==> src/rtl/core/prime_gap_tracker_defines.svh <==
// Assertion shorthands shared by the prime gap tracker modules.
// Each macro expects signals named clk and rst_n in the enclosing module.
`ifndef PRIME_GAP_TRACKER_DEFINES_SVH
`define PRIME_GAP_TRACKER_DEFINES_SVH

// The consequent must hold in the same cycle as the antecedent.
`define PGT_ASSERT_SAME(label, ante, cons, msg) \
    label: assert property (@(posedge clk) disable iff (!rst_n) (ante) |-> (cons)) \
        else $error(msg);

// The consequent must hold in the cycle after the antecedent.
`define PGT_ASSERT_NEXT(label, ante, cons, msg) \
    label: assert property (@(posedge clk) disable iff (!rst_n) (ante) |=> (cons)) \
        else $error(msg);

`endif

==> src/rtl/core/pgt_pkg.sv <==
`default_nettype none

package pgt_pkg;

    // Width of every field on the stream ports.
    localparam int DATA_BITS = 32;

    // Trial division starts at the smallest prime.
    localparam int FIRST_DIVISOR = 2;

    // Sequencer states, one-hot.
    typedef enum logic [3:0] {
        ST_IDLE   = 4'b0001,
        ST_DIVIDE = 4'b0010,
        ST_CHECK  = 4'b0100,
        ST_FINISH = 4'b1000
    } seq_state_t;

    // Outcome of one primality test, handed to the gap tracking state.
    typedef struct packed {
        logic commit;
        logic is_prime;
    } verdict_t;

endpackage

`default_nettype wire

==> src/rtl/core/prime_gap_tracker.sv <==
// Candidates below two go straight to the finish state; any other candidate runs
// one division per trial divisor tried, at most about sqrt(n) divisors in all.
// Throughput: one candidate at a time; each divisor costs a full divider run of
// VALUE_BITS quotient bits, a registered completion and a check state.
// A finished result waits in the output register while the next candidate runs.
// Reset (rst_n, asynchronous, active low) clears the last prime and maximum gap.
`default_nettype none

`include "prime_gap_tracker_defines.svh"

module prime_gap_tracker #(
    parameter int VALUE_BITS = 32
) (
    input  wire logic                              clk,
    input  wire logic                              rst_n,
    // Input stream; tdata: candidate[31:0].
    input  wire logic                              s_axis_tvalid,
    output logic                                   s_axis_tready,
    input  wire logic [pgt_pkg::DATA_BITS-1:0]     s_axis_tdata,
    // Result stream; tdata: last_prime[31:0], max_gap[63:32]; tuser: is_prime.
    output logic                                   m_axis_tvalid,
    input  wire logic                              m_axis_tready,
    output logic [2*pgt_pkg::DATA_BITS-1:0]        m_axis_tdata,
    output logic                                   m_axis_tuser
);

    import pgt_pkg::*;

    localparam int W = VALUE_BITS;

    seq_state_t   state_reg, state_next;
    logic [W-1:0] n_reg, n_next;
    logic [W-1:0] d_reg, d_next;
    logic         prime_reg, prime_next;
    logic         out_valid_reg;
    logic [2*DATA_BITS-1:0] out_data_reg;
    logic         out_user_reg;

    logic         s_fire;
    logic [W-1:0] cand_w;
    logic         div_start;
    logic         div_done;
    logic [W-1:0] div_quo;
    logic [W-1:0] div_rem;
    logic         commit;
    verdict_t     verdict;
    logic [W-1:0] last_prime_next;
    logic [W-1:0] max_gap_next;

    assign s_axis_tready = (state_reg == ST_IDLE);
    assign s_fire        = s_axis_tvalid && s_axis_tready;
    assign cand_w        = W'(s_axis_tdata);
    assign commit        = (state_reg == ST_FINISH) && (!out_valid_reg || m_axis_tready);

    // Sequencer: one division per divisor, then a bound and remainder check (n >= 2).
    always_comb
    begin
        state_next = state_reg;
        n_next     = n_reg;
        d_next     = d_reg;
        prime_next = prime_reg;
        div_start  = 1'b0;
        case (state_reg)
            ST_IDLE:
            begin
                if (s_fire)
                begin
                    n_next = cand_w;
                    d_next = W'(FIRST_DIVISOR);
                    if (cand_w < W'(FIRST_DIVISOR))
                    begin
                        prime_next = 1'b0;
                        state_next = ST_FINISH;
                    end
                    else
                    begin
                        div_start  = 1'b1;
                        state_next = ST_DIVIDE;
                    end
                end
            end
            ST_DIVIDE:
            begin
                if (div_done)
                begin
                    state_next = ST_CHECK;
                end
            end
            ST_CHECK:
            begin
                if (d_reg > div_quo)
                begin
                    prime_next = 1'b1;
                    state_next = ST_FINISH;
                end
                else if (div_rem == '0)
                begin
                    prime_next = 1'b0;
                    state_next = ST_FINISH;
                end
                else
                begin
                    d_next     = d_reg + W'(1);
                    div_start  = 1'b1;
                    state_next = ST_DIVIDE;
                end
            end
            ST_FINISH:
            begin
                if (commit)
                begin
                    state_next = ST_IDLE;
                end
            end
            default:
            begin
                state_next = ST_IDLE;
            end
        endcase
    end

    // Shared divider; the dividend is loaded in the same cycle the candidate is taken.
    pgt_div_unit #(
        .W (W)
    ) u_div (
        .clk       (clk),
        .rst_n     (rst_n),
        .start     (div_start),
        .dividend  (n_next),
        .divisor   (d_next),
        .done      (div_done),
        .quotient  (div_quo),
        .remainder (div_rem)
    );

    // Gap tracking state, updated when the result is committed.
    assign verdict.commit   = commit;
    assign verdict.is_prime = prime_reg;

    pgt_gap_update #(
        .W (W)
    ) u_gap (
        .clk             (clk),
        .rst_n           (rst_n),
        .verdict         (verdict),
        .value           (n_reg),
        .last_prime_next (last_prime_next),
        .max_gap_next    (max_gap_next)
    );

    // Control registers.
    always_ff @(posedge clk or negedge rst_n)
    begin
        if (!rst_n)
        begin
            state_reg     <= ST_IDLE;
            out_valid_reg <= 1'b0;
        end
        else
        begin
            state_reg <= state_next;
            if (commit)
            begin
                out_valid_reg <= 1'b1;
            end
            else if (m_axis_tready)
            begin
                out_valid_reg <= 1'b0;
            end
        end
    end

    // Working and output payload registers.
    always_ff @(posedge clk)
    begin
        n_reg     <= n_next;
        d_reg     <= d_next;
        prime_reg <= prime_next;
        if (commit)
        begin
            out_data_reg <= {DATA_BITS'(max_gap_next), DATA_BITS'(last_prime_next)};
            out_user_reg <= prime_reg;
        end
    end

    assign m_axis_tvalid = out_valid_reg;
    assign m_axis_tdata  = out_data_reg;
    assign m_axis_tuser  = out_user_reg;

    // Assertions.
    `PGT_ASSERT_NEXT(a_accept_leaves_idle, s_fire, state_reg != ST_IDLE, "accepted transfer left sequencer idle")
    `PGT_ASSERT_SAME(a_check_divisor_min, state_reg == ST_CHECK, d_reg >= W'(FIRST_DIVISOR), "divisor below two")
    `PGT_ASSERT_SAME(a_done_while_dividing, div_done, state_reg == ST_DIVIDE, "divider finished outside divide state")
    `PGT_ASSERT_SAME(a_prime_nonzero, m_axis_tvalid && m_axis_tuser, m_axis_tdata[DATA_BITS-1:0] != '0, "prime result with zero last prime")

endmodule

`default_nettype wire

==> src/rtl/core/pgt_div_unit.sv <==
`default_nettype none

// Restoring divider that retires one quotient bit per cycle.
module pgt_div_unit #(
    parameter int W = 32
) (
    input  wire logic         clk,
    input  wire logic         rst_n,
    input  wire logic         start,
    input  wire logic [W-1:0] dividend,
    input  wire logic [W-1:0] divisor,
    output logic              done,
    output logic [W-1:0]      quotient,
    output logic [W-1:0]      remainder
);

    localparam int CNT_W = $clog2(W + 1);

    logic [W-1:0]     quo_reg, quo_next;
    logic [W-1:0]     rem_reg, rem_next;
    logic [CNT_W-1:0] cnt_reg, cnt_next;
    logic             busy_reg, busy_next;
    logic             done_reg, done_next;
    logic [W:0]       trial;
    logic             take;

    // One shift and conditional subtract step per cycle.
    always_comb
    begin
        trial     = {rem_reg, quo_reg[W-1]};
        take      = (trial >= {1'b0, divisor});
        quo_next  = quo_reg;
        rem_next  = rem_reg;
        cnt_next  = cnt_reg;
        busy_next = busy_reg;
        done_next = 1'b0;
        if (start)
        begin
            quo_next  = dividend;
            rem_next  = '0;
            cnt_next  = CNT_W'(W);
            busy_next = 1'b1;
        end
        else if (busy_reg)
        begin
            if (take)
            begin
                rem_next = W'(trial - {1'b0, divisor});
            end
            else
            begin
                rem_next = trial[W-1:0];
            end
            quo_next = {quo_reg[W-2:0], take};
            cnt_next = cnt_reg - CNT_W'(1);
            if (cnt_reg == CNT_W'(1))
            begin
                busy_next = 1'b0;
                done_next = 1'b1;
            end
        end
    end

    // Control registers.
    always_ff @(posedge clk or negedge rst_n)
    begin
        if (!rst_n)
        begin
            busy_reg <= 1'b0;
            done_reg <= 1'b0;
            cnt_reg  <= '0;
        end
        else
        begin
            busy_reg <= busy_next;
            done_reg <= done_next;
            cnt_reg  <= cnt_next;
        end
    end

    // Datapath registers.
    always_ff @(posedge clk)
    begin
        quo_reg <= quo_next;
        rem_reg <= rem_next;
    end

    assign done      = done_reg;
    assign quotient  = quo_reg;
    assign remainder = rem_reg;

endmodule

`default_nettype wire

==> src/rtl/core/pgt_gap_update.sv <==
`default_nettype none

// Holds the most recent prime and the largest gap between consecutive primes.
module pgt_gap_update #(
    parameter int W = 32
) (
    input  wire logic              clk,
    input  wire logic              rst_n,
    input  wire pgt_pkg::verdict_t verdict,
    input  wire logic [W-1:0]      value,
    output logic [W-1:0]           last_prime_next,
    output logic [W-1:0]           max_gap_next
);

    import pgt_pkg::*;

    logic [W-1:0] prev_reg;
    logic [W-1:0] gap_reg;
    logic [W-1:0] gap_diff;

    // A prime forms a gap only above an earlier nonzero prime.
    always_comb
    begin
        gap_diff        = value - prev_reg;
        last_prime_next = prev_reg;
        max_gap_next    = gap_reg;
        if (verdict.commit && verdict.is_prime)
        begin
            if ((prev_reg != '0) && (value > prev_reg) && (gap_diff > gap_reg))
            begin
                max_gap_next = gap_diff;
            end
            last_prime_next = value;
        end
    end

    // Tracking state clears to zero, meaning no prime seen yet.
    always_ff @(posedge clk or negedge rst_n)
    begin
        if (!rst_n)
        begin
            prev_reg <= '0;
            gap_reg  <= '0;
        end
        else
        begin
            prev_reg <= last_prime_next;
            gap_reg  <= max_gap_next;
        end
    end

endmodule

`default_nettype wire

==> config.mk <==
export PLATFORM = sky130hd
export DESIGN_NAME = prime_gap_tracker
export DESIGN_NICKNAME = d
export VERILOG_FILES = /design/src/rtl/core/pgt_pkg.sv /design/src/rtl/core/prime_gap_tracker.sv /design/src/rtl/core/pgt_div_unit.sv /design/src/rtl/core/pgt_gap_update.sv
export VERILOG_INCLUDE_DIRS = /design/src /design/src/rtl/core
export SDC_FILE = /design/constraint.sdc
export NUM_CORES = 1
export LEC_CHECK = 0
export BUFFER_PORTS_ARGS = -buffer_cell sky130_fd_sc_hd__buf_2
export CAP_MARGIN = 20
export CORE_MARGIN = 2
export CORE_UTILIZATION = 40
export CTS_BUF_LIST = sky130_fd_sc_hd__clkbuf_2 sky130_fd_sc_hd__clkbuf_4 sky130_fd_sc_hd__clkbuf_8
export DETAILED_ROUTE_END_ITERATION = 8
export GPL_TIMING_DRIVEN = 0
export SYNTH_ARGS = -nofsm -noshare
export SYNTH_HDL_FRONTEND = slang
export SYNTH_HIERARCHICAL = 1
export SYNTH_SLANG_ARGS = --single-unit
==> constraint.sdc <==
create_clock -name clk -period 15.4 [get_ports clk]
set_clock_uncertainty 0.2 [all_clocks]
set_input_delay 0.77 -clock clk [delete_from_list [all_inputs] [get_ports clk]]
set_output_delay 0.77 -clock clk [all_outputs]
set_load 0.02 [all_outputs]
==> flow_summary.yaml <==
status:
  status: "finished clean"
global_route:
  grt_pass1_wl_um: 70400
  grt_antenna_before_repair: 0
  busiest_layer: "met2"
  grtUsageMet1: 0.261
  grt_use_total: 0.210
  grt_use_met3: 0.0284
  overflow: 0
  grt_pass1_vias: 13100
  grt_use_met2: 0.367
  grt_max_degree: 45
critical_path:
  crit_arrival_ns: 6.67
  crit_chain: "inv_1 -> ha_1 -> nand4_1 -> nor4_2 -> and4_1 -> a32oi_2 -> nor3_1 -> nand3_1 -> mux2i_1 -> inv_1 -> ha_1 -> buf_2 -> a21oi_1 -> and2_1 -> a31oi_1 -> o21bai_1 -> a21oi_1 -> or2_4 -> buf_2 -> o211ai_1 -> a311oi_1"
  required_ns: 15.68
  r2r_slack_ns: 9.01
  r2r-end: "u_div/remainder[14]"
  start_kind: "flip-flop"
  r2r_start: "u_div/quotient[31]"
  crit_family: "simple AND/OR/NAND/NOR gates"
  worstPathMaxFanout: 10
  critPathBufInv: 4
  max_stage_delay_ns: 0.93
  rr_worst_depth: 21
  slowest_stage: "nor3_1"
  crit_path_end_kind: "flip-flop"
  criticalPathCategory: "reg2reg"
floorplanning:
  pin_count: 103
  rows: 74
  core_area_um2: 40600
  start_util: 0.403
  dieHeight_um: 206
  die_w_um: 206
  dieArea_um2: 42500
synth:
  ys_ff_latch: 271
  seq_area_frac_synth: 0.416
  synth_cells: 1721
  synth_edf_count: 98
  avgSynthCellArea_um2: 9.49
  synth_ff_type: "edfxtp_1"
  syn_nets: 1890
  yosysWarnings: 6
  synth_area_um2: 16300
  async_flop_share: 0.284
  yosys.cell_types.count: 93
placement:
  place_ws_ns: 9.13
  routabilityCongestion: 0.883
  port_buffers: 102
  hpwlAfterDp_um: 34800
  placed_area_um2: 17600
drt:
  drc: 0
  wl_um: 44500
  viasPerCell: 5.46
  drtIter0Drc: 768
  dr.pass1.iters: 5
  num_vias: 13400
  ant_nets: 0
  wl_per_cell_um: 18.2
layout:
  regArea_um2: 6790
  nets: 2045
  final_cell_area_um2: 18600
  drive_gt1_frac: 0.172
  multi_input_area_um2: 8620
  utilization: 0.458
  fill_cells: 3934
  syn2layout_area_growth_pct: 13.8
  largest_register_ff_count: 64
  n_antenna_cell: 0
clock_tree:
  cts_sinks: 271
  clk_pin_slew_worst_paths_ns: 0.06
  clockBufferDepth: 3
  clk_latency_ns: 0.58
  cts_buffers: 45
  root_buffer: "clkbuf_8"
  h-tree-depth: 2
  cts_tree: "built"
hold_path:
  hold_end: "n_reg[10]"
  whs_path_depth: 3
  hp-class: "in2reg"
  hp-start: "s_axis_tdata[10]"
timing:
  finalMaxSlewViolations: 0
  period_share: 0.415
  finalHoldViolations: 0
  fmax_mhz: 156
  rsz0062_at_grt: "false"
  maxSlewHeadroom: 0.237
  setup_violations: 0
  tightest_slew_ns: 1.14
  period_minus_slack_ns: 6.39
  tns_ns: 0
  worst_slack_ns: 9.01
power:
  power_frac_comb: 0.547
  p_sw_frac: 0.434
  p_int_mw: 2.17
  ir_drop_uv: 100
  p_clk_frac: 0.177
  p_sw_mw: 1.66
  total_power_mw: 3.83
  p_seq_frac: 0.276
  p_leak_nw: 8.09
  p_per_area_nw_per_um2: 206
flow_run:
  cap_violations: 0
==> worst register-to-register path, cell delays in order, from the launching register on <==
cell and delay [ns]:
edfxtp_1 0.47, inv_1 0.07, ha_1 0.30, nand4_1 0.19
nor4_2 0.53, and4_1 0.30, a32oi_2 0.13, nor3_1 0.93
nand3_1 0.23, mux2i_1 0.28, inv_1 0.09, ha_1 0.28
buf_2 0.16, a21oi_1 0.09, and2_1 0.19, a31oi_1 0.43
o21bai_1 0.11, a21oi_1 0.27, or2_4 0.20, buf_2 0.34
o211ai_1 0.21, a311oi_1 0.29
==> repair_timing <==
| item | CTS | global route |
|---|---|---|
| setup endpoints to repair | 0 | 0 |
| hold buffers | 1 | 0 |
| hold endpoints to repair | 33 | 0 |
| gates resized for setup | 0 | 0 |
| setup buffers | 0 | 0 |
==> cell families (layout without fill, tap and decap cells) <==
| group | after synthesis | count (layout) | synth area share |
|---|---|---|---|
| simple gates | 563 | 563 | 0.169 |
| compound gates | 357 | 357 | 0.151 |
| flops | 271 | 271 | 0.416 |
| buf+inv | 231 | 422 | 0.0569 |
| fa+ha+maj | 133 | 133 | 0.103 |
| mux | 109 | 109 | 0.0733 |
| xor+xnor | 57 | 57 | 0.0306 |
==> layout by cell type (no fill, tap or decap), drive strengths merged, types with 34 or more instances in the layout <==
master | netlist | layout
a21oi | 111 | 111
buf | 26 | 133
clkbuf | 42 | 108
dfrtp | 76 | 76
dfxtp | 96 | 96
edfxtp | 98 | 98
ha | 131 | 131
inv | 162 | 163
mux2 | 85 | 85
nand2 | 217 | 217
nand3 | 45 | 45
nand4 | 41 | 41
nor2 | 89 | 89
nor4 | 41 | 41
o21ai | 49 | 49
xnor2 | 34 | 34
==> power groups by stage <==
stage / clock [mW] / combinational [mW] / sequential, mW
after global routing: 0.728 / 2.33 / 1.08
after CTS: 0.697 / 2.07 / 1.06
after detailed placement: 0 / 2.06 / 1.07
after floorplan: 0 / 1.59 / 1.02
final: 0.679 / 2.09 / 1.06
after global placement: 0 / 2.03 / 1.07
==> layer usage <==
metal / wire, um / vias up
met5: 0 / -
met4: 1540 / 0
met3: 1610 / 89
met2: 21900 / 321
met1: 19400 / 6358
li1: - / 6584
==> Yosys cell counts (39+ instances only) <==
cell type,count,area share
dfrtp_1,76,0.12
nor4_1,39,0.015
nor2_1,89,0.020
o21ai_0,42,0.013
a21oi_1,109,0.033
ha_1,131,0.10
mux2_2,84,0.058
inv_1,162,0.037
edfxtp_1,98,0.18
dfxtp_1,96,0.12
nand2_1,217,0.050
clkbuf_1,40,0.0092
nand3_1,44,0.013
nand4_1,41,0.016
==> how the worst max path moves through the flow <==
stage / to / slack [ns] / from / cells after the start
floorplan: m_axis_tdata[57] / 9.00 / state_reg[1] / 10
global placement: m_axis_tdata[43] / 6.15 / state_reg[1] / 9
detailed placement: u_div/remainder[14] / 9.13 / u_div/quotient[31] / 22
CTS: u_div/remainder[14] / 9.07 / u_div/quotient[31] / 22
global route: u_div/remainder[14] / 8.61 / u_div/quotient[31] / 21
finish: u_div/remainder[14] / 9.01 / u_div/quotient[31] / 21
==> area by class of cell <==
class	count	area share
multi-input cells	1219	0.464
flip-flops and latches	271	0.365
clock buffers	66	0.0428
well taps	532	0.0358
repair buffers	108	0.0337
inverters	163	0.0329
plain buffers	68	0.0171
clock inverters	17	0.00835
==> through the flow <==
stage,hold WS (ns),cells
after global routing,0.225,2444
after CTS,0.202,2444
final,0.234,2444
after detailed placement,0.255,2360
after global placement,0.235,2355
after floorplan,0.226,1721
Power figures use the tool's default switching activity.
